[config.mk]
export PLATFORM = sky130hd
export DESIGN_NAME = resource_grant_deadlock_detect_flat
export DESIGN_NICKNAME = d
export VERILOG_FILES = /design/src/design/rgdd_pkg.sv /design/src/design/rgdd_in_if.sv /design/src/design/rgdd_out_if.sv /design/src/design/rgdd_row_unit.sv /design/src/design/resource_grant_deadlock_detect.sv /design/src/flat_wrapper.sv
export VERILOG_INCLUDE_DIRS = /design/src /design/src/design
export SDC_FILE = /design/constraint.sdc
export NUM_CORES = 2
export LEC_CHECK = 0
export BUFFER_PORTS_ARGS = -buffer_cell sky130_fd_sc_hd__buf_2
export CORE_MARGIN = 3
export CORE_UTILIZATION = 30
export CTS_BUF_LIST = sky130_fd_sc_hd__clkbuf_16
export CTS_CLUSTER_SIZE = 30
export DETAILED_ROUTE_END_ITERATION = 10
export PLACE_DENSITY = 0.55
export REMOVE_ABC_BUFFERS = 1
export SYNTH_ARGS = -nofsm -noshare
export SYNTH_HDL_FRONTEND = slang
export SYNTH_SLANG_ARGS = --single-unit
[constraint.sdc]
create_clock -name clk -period 7.3 [get_ports clk]
set_input_delay 1.095 -clock clk [delete_from_list [all_inputs] [get_ports clk]]
set_output_delay 1.095 -clock clk [all_outputs]
set_load 0.02 [all_outputs]
[src/design/assert_macros.svh]
// Assertion macros used by the top-level design file.
`ifndef ASSERT_MACROS_SVH
`define ASSERT_MACROS_SVH

// Checks a property on every rising clock edge outside reset.
`define RGDD_ASSERT(label, prop, msg) \
    label: assert property (@(posedge clk) disable iff (!rst_n) prop) \
        else $error(msg);

// Checks that a condition is followed by a consequence in the next cycle.
`define RGDD_ASSERT_NEXT(label, cond, conseq, msg) \
    label: assert property (@(posedge clk) disable iff (!rst_n) (cond) |=> (conseq)) \
        else $error(msg);

`endif

[src/design/rgdd_pkg.sv]
// Package with the shared types, codes and defaults of the grant table block.
package rgdd_pkg;

    localparam int FIELD_BITS      = 16;
    localparam int KIND_BITS       = 2;
    localparam int PROCESS_ID_BITS = 3;
    localparam int CFG_INDEX_BITS  = 2;
    localparam int MASK_BITS       = 8;

    localparam int DEF_PROCESSES      = 8;
    localparam int DEF_RESOURCE_TYPES = 4;
    localparam int DEF_AMOUNT_BITS    = 16;

    // Operation codes carried in the kind field of a request.
    typedef enum logic [KIND_BITS-1:0] {
        KIND_ADD     = 2'd0,
        KIND_GRANT   = 2'd1,
        KIND_RELEASE = 2'd2
    } kind_t;

    // Modes of the shared row unit.
    typedef enum logic [1:0] {
        MODE_ADD     = 2'd0,
        MODE_GRANT   = 2'd1,
        MODE_RELEASE = 2'd2,
        MODE_DETECT  = 2'd3
    } mode_t;

endpackage

[src/design/rgdd_in_if.sv]
// Request channel interface: one operation on one process row.
interface rgdd_in_if import rgdd_pkg::*; ();
    logic                       valid;
    logic                       ready;
    logic [KIND_BITS-1:0]       kind;
    logic [PROCESS_ID_BITS-1:0] process_id;
    logic [FIELD_BITS-1:0]      amount_0;
    logic [FIELD_BITS-1:0]      amount_1;
    logic [FIELD_BITS-1:0]      amount_2;
    logic [FIELD_BITS-1:0]      amount_3;

    modport source (
        output valid, kind, process_id, amount_0, amount_1, amount_2, amount_3,
        input  ready
    );
    modport sink (
        input  valid, kind, process_id, amount_0, amount_1, amount_2, amount_3,
        output ready
    );
endinterface

[src/design/rgdd_out_if.sv]
// Response channel interface: success flag and deadlock mask.
interface rgdd_out_if import rgdd_pkg::*; ();
    logic                 valid;
    logic                 ready;
    logic                 accepted;
    logic [MASK_BITS-1:0] deadlock_mask;

    modport source (
        output valid, accepted, deadlock_mask,
        input  ready
    );
    modport sink (
        input  valid, accepted, deadlock_mask,
        output ready
    );
endinterface

[src/design/rgdd_row_unit.sv]
// Shared row unit: updates or checks one process row against a unit vector.
module rgdd_row_unit import rgdd_pkg::*; #(
    parameter int RESOURCE_TYPES = DEF_RESOURCE_TYPES,
    parameter int AMOUNT_BITS    = DEF_AMOUNT_BITS,
    parameter int WORK_BITS      = DEF_AMOUNT_BITS + 4
) (
    input  mode_t                                      mode,
    input  logic [RESOURCE_TYPES-1:0][AMOUNT_BITS-1:0] amount,
    input  logic [RESOURCE_TYPES-1:0][AMOUNT_BITS-1:0] pending,
    input  logic [RESOURCE_TYPES-1:0][AMOUNT_BITS-1:0] granted,
    input  logic [RESOURCE_TYPES-1:0][WORK_BITS-1:0]   vec_in,
    output logic                                       fits,
    output logic [RESOURCE_TYPES-1:0][AMOUNT_BITS-1:0] pending_out,
    output logic [RESOURCE_TYPES-1:0][AMOUNT_BITS-1:0] granted_out,
    output logic [RESOURCE_TYPES-1:0][WORK_BITS-1:0]   vec_out
);

    localparam logic [AMOUNT_BITS-1:0] AmtMax = '1;

    logic [RESOURCE_TYPES-1:0] lane_fit;

    // Each resource type is an independent lane; the mode picks the operation.
    always_comb
    begin
        logic [AMOUNT_BITS:0]   sum_p;
        logic [AMOUNT_BITS:0]   sum_g;
        logic [AMOUNT_BITS-1:0] give;
        logic [WORK_BITS-1:0]   wide_sum;
        pending_out = pending;
        granted_out = granted;
        vec_out     = vec_in;
        lane_fit    = '1;
        for (int t = 0; t < RESOURCE_TYPES; t++)
        begin
            sum_p    = {1'b0, pending[t]} + {1'b0, amount[t]};
            sum_g    = {1'b0, granted[t]} + {1'b0, pending[t]};
            give     = (amount[t] < granted[t]) ? amount[t] : granted[t];
            wide_sum = vec_in[t] + WORK_BITS'(give);
            unique case (mode)
                MODE_ADD:
                begin
                    pending_out[t] = sum_p[AMOUNT_BITS] ? AmtMax : sum_p[AMOUNT_BITS-1:0];
                end
                MODE_GRANT:
                begin
                    lane_fit[t]    = WORK_BITS'(pending[t]) <= vec_in[t];
                    vec_out[t]     = vec_in[t] - WORK_BITS'(pending[t]);
                    granted_out[t] = sum_g[AMOUNT_BITS] ? AmtMax : sum_g[AMOUNT_BITS-1:0];
                    pending_out[t] = '0;
                end
                MODE_RELEASE:
                begin
                    granted_out[t] = granted[t] - give;
                    vec_out[t]     = (wide_sum > WORK_BITS'(AmtMax)) ?
                                     WORK_BITS'(AmtMax) : wide_sum;
                end
                MODE_DETECT:
                begin
                    lane_fit[t] = WORK_BITS'(pending[t]) <= vec_in[t];
                    vec_out[t]  = vec_in[t] + WORK_BITS'(granted[t]);
                end
            endcase
        end
        fits = &lane_fit;
    end

endmodule

[src/design/resource_grant_deadlock_detect.sv]
// Top level of the resource grant table with iterative deadlock detection.
//
// The block holds the free units of each resource type and, per process, the
// granted and pending units. Each request transaction adds to a pending row,
// grants a whole pending row if it fits in the free units, or releases granted
// units; a process_id at or above PROCESSES or an unused kind changes nothing
// and reports accepted = 0. Every request produces one response transaction
// with the success flag and a deadlock mask computed on the updated table.
// Flow: ST_IDLE takes the request, ST_OP applies the operation, ST_SCAN runs
// the detection scan and ST_DRAIN hands the result to the output register,
// waiting there while that register still holds a response not yet taken. The
// scan checks one process row per cycle through a single shared row unit and
// repeats full passes over all rows until a pass finishes no new process,
// making 1 to PROCESSES + 1 passes. The request side is ready only while
// the block is idle, but it does take a new request while an earlier
// response still waits in the output register.
// A configuration write with cfg_index i loads the free units
// of type i directly; writes are expected only while the block is idle.
// There is no clearing pass: all table state is cleared by reset.
`include "assert_macros.svh"

module resource_grant_deadlock_detect import rgdd_pkg::*; #(
    parameter int PROCESSES      = DEF_PROCESSES,
    parameter int RESOURCE_TYPES = DEF_RESOURCE_TYPES,
    parameter int AMOUNT_BITS    = DEF_AMOUNT_BITS
) (
    input  logic                      clk,
    input  logic                      rst_n,
    input  logic                      cfg_wr_en,
    input  logic [CFG_INDEX_BITS-1:0] cfg_index,
    input  logic [FIELD_BITS-1:0]     cfg_wdata,
    rgdd_in_if.sink                   req,
    rgdd_out_if.source                rsp
);

    // Row index width, and a work vector wide enough that summing the free
    // units and every granted row can never wrap.
    localparam int RowW      = (PROCESSES > 1) ? $clog2(PROCESSES) : 1;
    localparam int WorkBits  = AMOUNT_BITS + $clog2(PROCESSES + 1);
    localparam int CopyW     = (AMOUNT_BITS < FIELD_BITS) ? AMOUNT_BITS : FIELD_BITS;

    typedef logic [RESOURCE_TYPES-1:0][AMOUNT_BITS-1:0] row_t;
    typedef logic [RESOURCE_TYPES-1:0][WorkBits-1:0]    work_t;

    // Sequencer states, one-hot.
    typedef enum logic [3:0] {
        ST_IDLE  = 4'b0001,
        ST_OP    = 4'b0010,
        ST_SCAN  = 4'b0100,
        ST_DRAIN = 4'b1000
    } state_t;

    state_t                  state_reg, state_next;
    logic [RowW-1:0]         row_reg, row_next;
    work_t                   work_reg, work_next;
    logic [PROCESSES-1:0]    done_reg, done_next;
    logic                    moved_reg, moved_next;
    logic                    acc_reg, acc_next;
    logic                    op_ok_reg;
    logic [KIND_BITS-1:0]    kind_reg;
    row_t                    amt_reg;
    logic                    out_valid_reg, out_valid_next;
    logic                    out_acc_reg;
    logic [MASK_BITS-1:0]    out_mask_reg;

    // Table storage. Rows are read only at row_reg; the holds bits track
    // whether each process owns any unit, so the mask needs no row sweep.
    row_t                    pending_reg [PROCESSES];
    row_t                    granted_reg [PROCESSES];
    logic [PROCESSES-1:0]    holds_reg;
    row_t                    free_reg;

    row_t                    req_amt;
    logic                    req_ok;
    logic [MASK_BITS-1:0]    mask_now;
    logic                    slot_free;
    logic                    table_wr;
    logic                    hit;
    logic                    last_row;

    mode_t                   unit_mode;
    work_t                   unit_vec_in;
    logic                    unit_fits;
    row_t                    unit_pending;
    row_t                    unit_granted;
    work_t                   unit_vec;

    // Amounts are masked to AMOUNT_BITS; types beyond RESOURCE_TYPES drop out.
    always_comb
    begin
        logic [FIELD_BITS-1:0] fields [4];
        logic [AMOUNT_BITS-1:0] amt;
        fields[0] = req.amount_0;
        fields[1] = req.amount_1;
        fields[2] = req.amount_2;
        fields[3] = req.amount_3;
        for (int t = 0; t < RESOURCE_TYPES; t++)
        begin
            amt             = '0;
            amt[CopyW-1:0]  = fields[t][CopyW-1:0];
            req_amt[t]      = amt;
        end
    end

    assign req_ok = ({1'b0, req.process_id} < (PROCESS_ID_BITS + 1)'(PROCESSES)) &&
                    (req.kind == KIND_ADD || req.kind == KIND_GRANT ||
                     req.kind == KIND_RELEASE);

    assign req.ready = (state_reg == ST_IDLE);
    assign slot_free = !out_valid_reg || rsp.ready;

    // The shared unit applies the operation in ST_OP and checks one row per
    // cycle in ST_SCAN.
    always_comb
    begin
        if (state_reg == ST_OP)
        begin
            if (kind_reg == KIND_GRANT)
            begin
                unit_mode = MODE_GRANT;
            end
            else if (kind_reg == KIND_RELEASE)
            begin
                unit_mode = MODE_RELEASE;
            end
            else
            begin
                unit_mode = MODE_ADD;
            end
            for (int t = 0; t < RESOURCE_TYPES; t++)
            begin
                unit_vec_in[t] = WorkBits'(free_reg[t]);
            end
        end
        else
        begin
            unit_mode   = MODE_DETECT;
            unit_vec_in = work_reg;
        end
    end

    rgdd_row_unit #(
        .RESOURCE_TYPES (RESOURCE_TYPES),
        .AMOUNT_BITS    (AMOUNT_BITS),
        .WORK_BITS      (WorkBits)
    ) u_row_unit (
        .mode        (unit_mode),
        .amount      (amt_reg),
        .pending     (pending_reg[row_reg]),
        .granted     (granted_reg[row_reg]),
        .vec_in      (unit_vec_in),
        .fits        (unit_fits),
        .pending_out (unit_pending),
        .granted_out (unit_granted),
        .vec_out     (unit_vec)
    );

    // A valid operation writes the row back unless it is a grant that does
    // not fit in the free units.
    assign table_wr = op_ok_reg && (kind_reg != KIND_GRANT || unit_fits);
    assign hit      = !done_reg[row_reg] && unit_fits;
    assign last_row = (row_reg == RowW'(PROCESSES - 1));

    always_comb
    begin
        mask_now                  = '0;
        mask_now[PROCESSES-1:0]   = ~done_reg & holds_reg;
    end

    always_comb
    begin
        state_next     = state_reg;
        row_next       = row_reg;
        work_next      = work_reg;
        done_next      = done_reg;
        moved_next     = moved_reg;
        acc_next       = acc_reg;
        out_valid_next = out_valid_reg && !rsp.ready;
        unique case (state_reg)
            ST_IDLE:
            begin
                if (req.valid)
                begin
                    state_next = ST_OP;
                    row_next   = req.process_id[RowW-1:0];
                end
            end
            ST_OP:
            begin
                // The scan starts from the free units after the operation.
                acc_next   = table_wr;
                work_next  = table_wr ? unit_vec : unit_vec_in;
                done_next  = '0;
                moved_next = 1'b0;
                row_next   = '0;
                state_next = ST_SCAN;
            end
            ST_SCAN:
            begin
                if (hit)
                begin
                    work_next          = unit_vec;
                    done_next[row_reg] = 1'b1;
                end
                if (last_row)
                begin
                    if (moved_reg || hit)
                    begin
                        row_next   = '0;
                        moved_next = 1'b0;
                    end
                    else
                    begin
                        state_next = ST_DRAIN;
                    end
                end
                else
                begin
                    row_next   = row_reg + 1'b1;
                    moved_next = moved_reg || hit;
                end
            end
            ST_DRAIN:
            begin
                if (slot_free)
                begin
                    out_valid_next = 1'b1;
                    state_next     = ST_IDLE;
                end
            end
            default:
            begin
                state_next = ST_IDLE;
            end
        endcase
    end

    always_ff @(posedge clk or negedge rst_n)
    begin
        if (!rst_n)
        begin
            state_reg     <= ST_IDLE;
            row_reg       <= '0;
            done_reg      <= '0;
            moved_reg     <= 1'b0;
            acc_reg       <= 1'b0;
            op_ok_reg     <= 1'b0;
            out_valid_reg <= 1'b0;
        end
        else
        begin
            state_reg     <= state_next;
            row_reg       <= row_next;
            done_reg      <= done_next;
            moved_reg     <= moved_next;
            acc_reg       <= acc_next;
            out_valid_reg <= out_valid_next;
            if (state_reg == ST_IDLE && req.valid)
            begin
                op_ok_reg <= req_ok;
            end
        end
    end

    // Payload registers.
    always_ff @(posedge clk)
    begin
        work_reg <= work_next;
        if (state_reg == ST_IDLE && req.valid)
        begin
            kind_reg <= req.kind;
            amt_reg  <= req_amt;
        end
        if (state_reg == ST_DRAIN && slot_free)
        begin
            out_acc_reg  <= acc_reg;
            out_mask_reg <= mask_now;
        end
    end

    // Table state, cleared by reset.
    always_ff @(posedge clk or negedge rst_n)
    begin
        if (!rst_n)
        begin
            for (int p = 0; p < PROCESSES; p++)
            begin
                pending_reg[p] <= '0;
                granted_reg[p] <= '0;
            end
            holds_reg <= '0;
            free_reg  <= '0;
        end
        else
        begin
            if (cfg_wr_en)
            begin
                for (int t = 0; t < RESOURCE_TYPES; t++)
                begin
                    if (cfg_index == CFG_INDEX_BITS'(t))
                    begin
                        free_reg[t] <= AMOUNT_BITS'(cfg_wdata[CopyW-1:0]);
                    end
                end
            end
            if (state_reg == ST_OP && table_wr)
            begin
                pending_reg[row_reg] <= unit_pending;
                granted_reg[row_reg] <= unit_granted;
                holds_reg[row_reg]   <= |unit_granted;
                for (int t = 0; t < RESOURCE_TYPES; t++)
                begin
                    free_reg[t] <= unit_vec[t][AMOUNT_BITS-1:0];
                end
            end
        end
    end

    assign rsp.valid         = out_valid_reg;
    assign rsp.accepted      = out_acc_reg;
    assign rsp.deadlock_mask = out_mask_reg;

    // A rejected operation must never report success.
    `RGDD_ASSERT_NEXT(a_reject_not_accepted, state_reg == ST_OP && !op_ok_reg, !acc_reg,
        "rejected operation reported as accepted")

    // Finished processes stay finished for the rest of a scan.
    `RGDD_ASSERT(a_done_monotonic,
        (state_reg == ST_SCAN && $past(state_reg) == ST_SCAN) |->
            ((done_reg & $past(done_reg)) == $past(done_reg)),
        "finished process lost its done bit during the scan")

    // Leaving the drain state always presents a response.
    `RGDD_ASSERT_NEXT(a_drain_loads, state_reg == ST_DRAIN && slot_free, rsp.valid,
        "drained result not presented on the response channel")

    // The scan only runs with a row index inside the table.
    `RGDD_ASSERT(a_scan_row_range,
        (state_reg == ST_SCAN) |-> ({1'b0, row_reg} < (RowW + 1)'(PROCESSES)),
        "scan row index out of range")

endmodule
[src/flat_wrapper.sv]
// flat-port wrapper written by rule: the top's interface ports become plain ports
module resource_grant_deadlock_detect_flat import rgdd_pkg::*;
#(
    parameter int PROCESSES      = DEF_PROCESSES,
    parameter int RESOURCE_TYPES = DEF_RESOURCE_TYPES,
    parameter int AMOUNT_BITS    = DEF_AMOUNT_BITS
)
  (clk, rst_n, cfg_wr_en, cfg_index, cfg_wdata, req_valid, req_kind, req_process_id, req_amount_0, req_amount_1, req_amount_2, req_amount_3, req_ready, rsp_valid, rsp_accepted, rsp_deadlock_mask, rsp_ready);
  rgdd_in_if req_i ();
  rgdd_out_if rsp_i ();
  input  logic clk;
  input  logic rst_n;
  input  logic cfg_wr_en;
  input  logic [CFG_INDEX_BITS-1:0] cfg_index;
  input  logic [FIELD_BITS-1:0] cfg_wdata;
  input wire logic [$bits(req_i.valid)-1:0] req_valid;
  input wire logic [$bits(req_i.kind)-1:0] req_kind;
  input wire logic [$bits(req_i.process_id)-1:0] req_process_id;
  input wire logic [$bits(req_i.amount_0)-1:0] req_amount_0;
  input wire logic [$bits(req_i.amount_1)-1:0] req_amount_1;
  input wire logic [$bits(req_i.amount_2)-1:0] req_amount_2;
  input wire logic [$bits(req_i.amount_3)-1:0] req_amount_3;
  output wire logic [$bits(req_i.ready)-1:0] req_ready;
  output wire logic [$bits(rsp_i.valid)-1:0] rsp_valid;
  output wire logic [$bits(rsp_i.accepted)-1:0] rsp_accepted;
  output wire logic [$bits(rsp_i.deadlock_mask)-1:0] rsp_deadlock_mask;
  input wire logic [$bits(rsp_i.ready)-1:0] rsp_ready;
  assign req_i.valid = req_valid;
  assign req_i.kind = req_kind;
  assign req_i.process_id = req_process_id;
  assign req_i.amount_0 = req_amount_0;
  assign req_i.amount_1 = req_amount_1;
  assign req_i.amount_2 = req_amount_2;
  assign req_i.amount_3 = req_amount_3;
  assign req_ready = req_i.ready;
  assign rsp_valid = rsp_i.valid;
  assign rsp_accepted = rsp_i.accepted;
  assign rsp_deadlock_mask = rsp_i.deadlock_mask;
  assign rsp_i.ready = rsp_ready;
  resource_grant_deadlock_detect #(.PROCESSES(PROCESSES), .RESOURCE_TYPES(RESOURCE_TYPES), .AMOUNT_BITS(AMOUNT_BITS)) u_core (.clk(clk), .rst_n(rst_n), .cfg_wr_en(cfg_wr_en), .cfg_index(cfg_index), .cfg_wdata(cfg_wdata), .req(req_i), .rsp(rsp_i));
endmodule
==> impl_metrics.toml <==
[run_status]
status = "finished clean"

[yosys]
ys_seq_area_frac = 0.4069
synth_cell_types = 111
syn_area_per_cell_um2 = 8.792
synth_edf_count = 155
synth_area_leaders = "dfrtp_1, nand2_1, ha_1, edfxtp_1, a21oi_1"
syn_inst = 9101
yosysWarningCount = 0
synthFlopType = "dfrtp_1"
syn_area_um2 = 80020
yosys_register_bits = 1270
ys_async_sr_fraction = 0.8780
synth_top_area_share = 0.3484
synth_top_cell_by_area = "dfrtp_1"

[detailed_routing]
drt_iter0_drc = 7869
first_pass_iters = 8
detailroute.wirelength.met2_um = 152600
drc = 0
ant_nets = 0
num_vias = 74670
wl_met1_um = 152300
routed.top_layer = "met5"
wl_met3_um = 29260
vias_per_cell = 5.676
wire_per_inst_um = 26.56
wl_um = 349500

[clocking]
clk_pin_slew_worst_paths_ns = 0.06
holdBufCountCts = 0
cts_tree = "built"
cts_buffer_depth = 4
clock_latency_ns = 0.86
clock_sinks = 1270
cts-root-buf = "clkbuf_16"
htreeDepth = 4
numCtsBuffers = 157

[timing]
finalCriticalPeriod_ns = 7.177
max_freq_mhz = 139.3
drv_slew = 0
relSlewSlack = 0.1461
setup_viol = 0
fin_hold_ws_ns = 0.4111
finalHoldViolCount = 0
tightest_slew_ns = 1.264
min_period_over_period = 0.9832
finClkSkew_ns = 0.07610
tns_ns = 0

[hold_path]
hp-class = "in -> async"

[layout]
fill_cells = 26850
area_growth_pct = 18.29
utilization = 0.3586
drive_above_1_share = 0.1439
fin_nets = 10090

[grt]
grt_pass1_vias = 71720
grt_pass1_wl_um = 502000
grtUsageTotal = 0.2473
grt_max_degree = 161
grt_remaining_overflow = 0
antenna_found_initial = 32

[die]
die_width_um = 522.4
die_y_um = 522.4
io_pins = 103
die_area_um2 = 272900
start_util = 0.3032
rows = 188
core_area_um2 = 263900

[flow_run]
max_cap_violations = 0

[critical_path]
worstPathRequired_ns = 8.01
crit_arrival_ns = 7.89
cp-end-kind = "register"
slowest_stage = "dfrtp_4"
crit_type = "reg -> reg"
critical_path.startpoint_type = "register"
timing.critical_path.slowest_cell_delay_ns = 0.55
cp_max_fo = 20

[place]
dp_hpwl_um = 251200
port_buffers = 102
routabilityCongestion = 0.9684
==> cell families after synthesis <==
logic type / synth area share
adder cells (fa/ha/maj): 0.07684
flip-flops: 0.4069
buffers and inverters: 0.04538
XOR/XNOR: 0.02682
AND/OR/NAND/NOR: 0.1638
AO/OA/AOI/OAI: 0.2217
multiplexers: 0.05854
==> stage by stage <==
| stage | worst slack (ns) | std cells | cell area [um2] |
|---|---|---|---|
| 6_report | 0.1227 | 13160 | 94650 |
| 5_1_grt | -0.03411 | 13150 | 94620 |
| 4_1_cts | 0.01194 | 13120 | 93850 |
| 3_5_place_dp | -0.7928 | 12850 | 89020 |
| 3_3_place_gp | -1.110 | 12850 | 89020 |
| 2_1_floorplan | -15.68 | 8560 | 77710 |
==> metal layers <==
metal	GRT usage	vias to the layer above
met5	0	-
met4	0.09934	6
met3	0.04154	634
met2	0.3789	3463
met1	0.3456	37000
li1	-	33570
==> final cells by class <==
type                            count  area [um2]  share of cell area
Multi-Input combinational cell   6937       44560              0.4708
Inverter                          353        1331             0.01407
Clock buffer                      161        4029             0.04257
Antenna cell                       12       30.03           0.0003173
Sequential cell                  1270       32570              0.3441
Timing Repair Buffer              800        7004             0.07400
Clock inverter                    108       729.5            0.007707
Tap cell                         3515        4398             0.04647
==> cell usage in the layout (no fill, tap or decap), types with 122 or more instances in the layout <==
master,instances
clkbuf_16,165
o21ai_0,635
mux2_2,149
ha_1,447
nand2_1,1580
nor2_1,728
xnor2_1,141
a21o_1,148
inv_1,378
dfrtp_1,1111
nor3_1,122
a21oi_1,806
a22oi_1,210
edfxtp_1,155
mux2i_1,206
buf_4,592
o21a_1,125
==> path summary, 6_finish.rpt <==
path                              startpoint                      end  slack [ns]  cells after the start
setup / recovery           u_core.row_reg[2]      u_core.holds_reg[5]        0.12                     28
hold / removal                         rst_n  u_core.granted_reg[339]        0.41                      1
setup reg to reg           u_core.row_reg[2]      u_core.holds_reg[5]        0.12                     28
hold reg to reg               u_core.acc_reg      u_core.rsp.accepted        0.46                      0
max in group asynchronous              rst_n  u_core.pending_reg[249]        5.11                      3
min in group clk             req_amount_3[4]       u_core.amt_reg[52]        0.43                      1
==> timing repair <==
action,4_1_cts,5_1_grt
gates resized for setup,7,109
pin swaps,3,20
gates cloned,0,5
setup endpoints to repair,41,132
buffers inserted,4,20
==> critical path: cells and delay by family, from the launching register on <==
kind	cells	cell delay (ns)
flip-flops	1	0.55
AO/OA/AOI/OAI	11	2.90
buffers and inverters	8	1.25
multiplexers	2	0.75
adder cells (fa/ha/maj)	2	0.47
XOR/XNOR	1	0.24
AND/OR/NAND/NOR	4	0.85
==> cell usage after synthesis, types with 152 or more instances <==
master    count
dfrtp_1    1114
a22oi_1     210
mux2i_1     207
nor2_1      737
ha_1        453
mux2_2      152
edfxtp_1    155
inv_1       343
o21ai_0     648
a21oi_1     813
clkbuf_1    348
nand2_1    1590
Power is not shown: default switching activity piles up to over one toggle a cycle in this logic, so the estimate is an artifact.
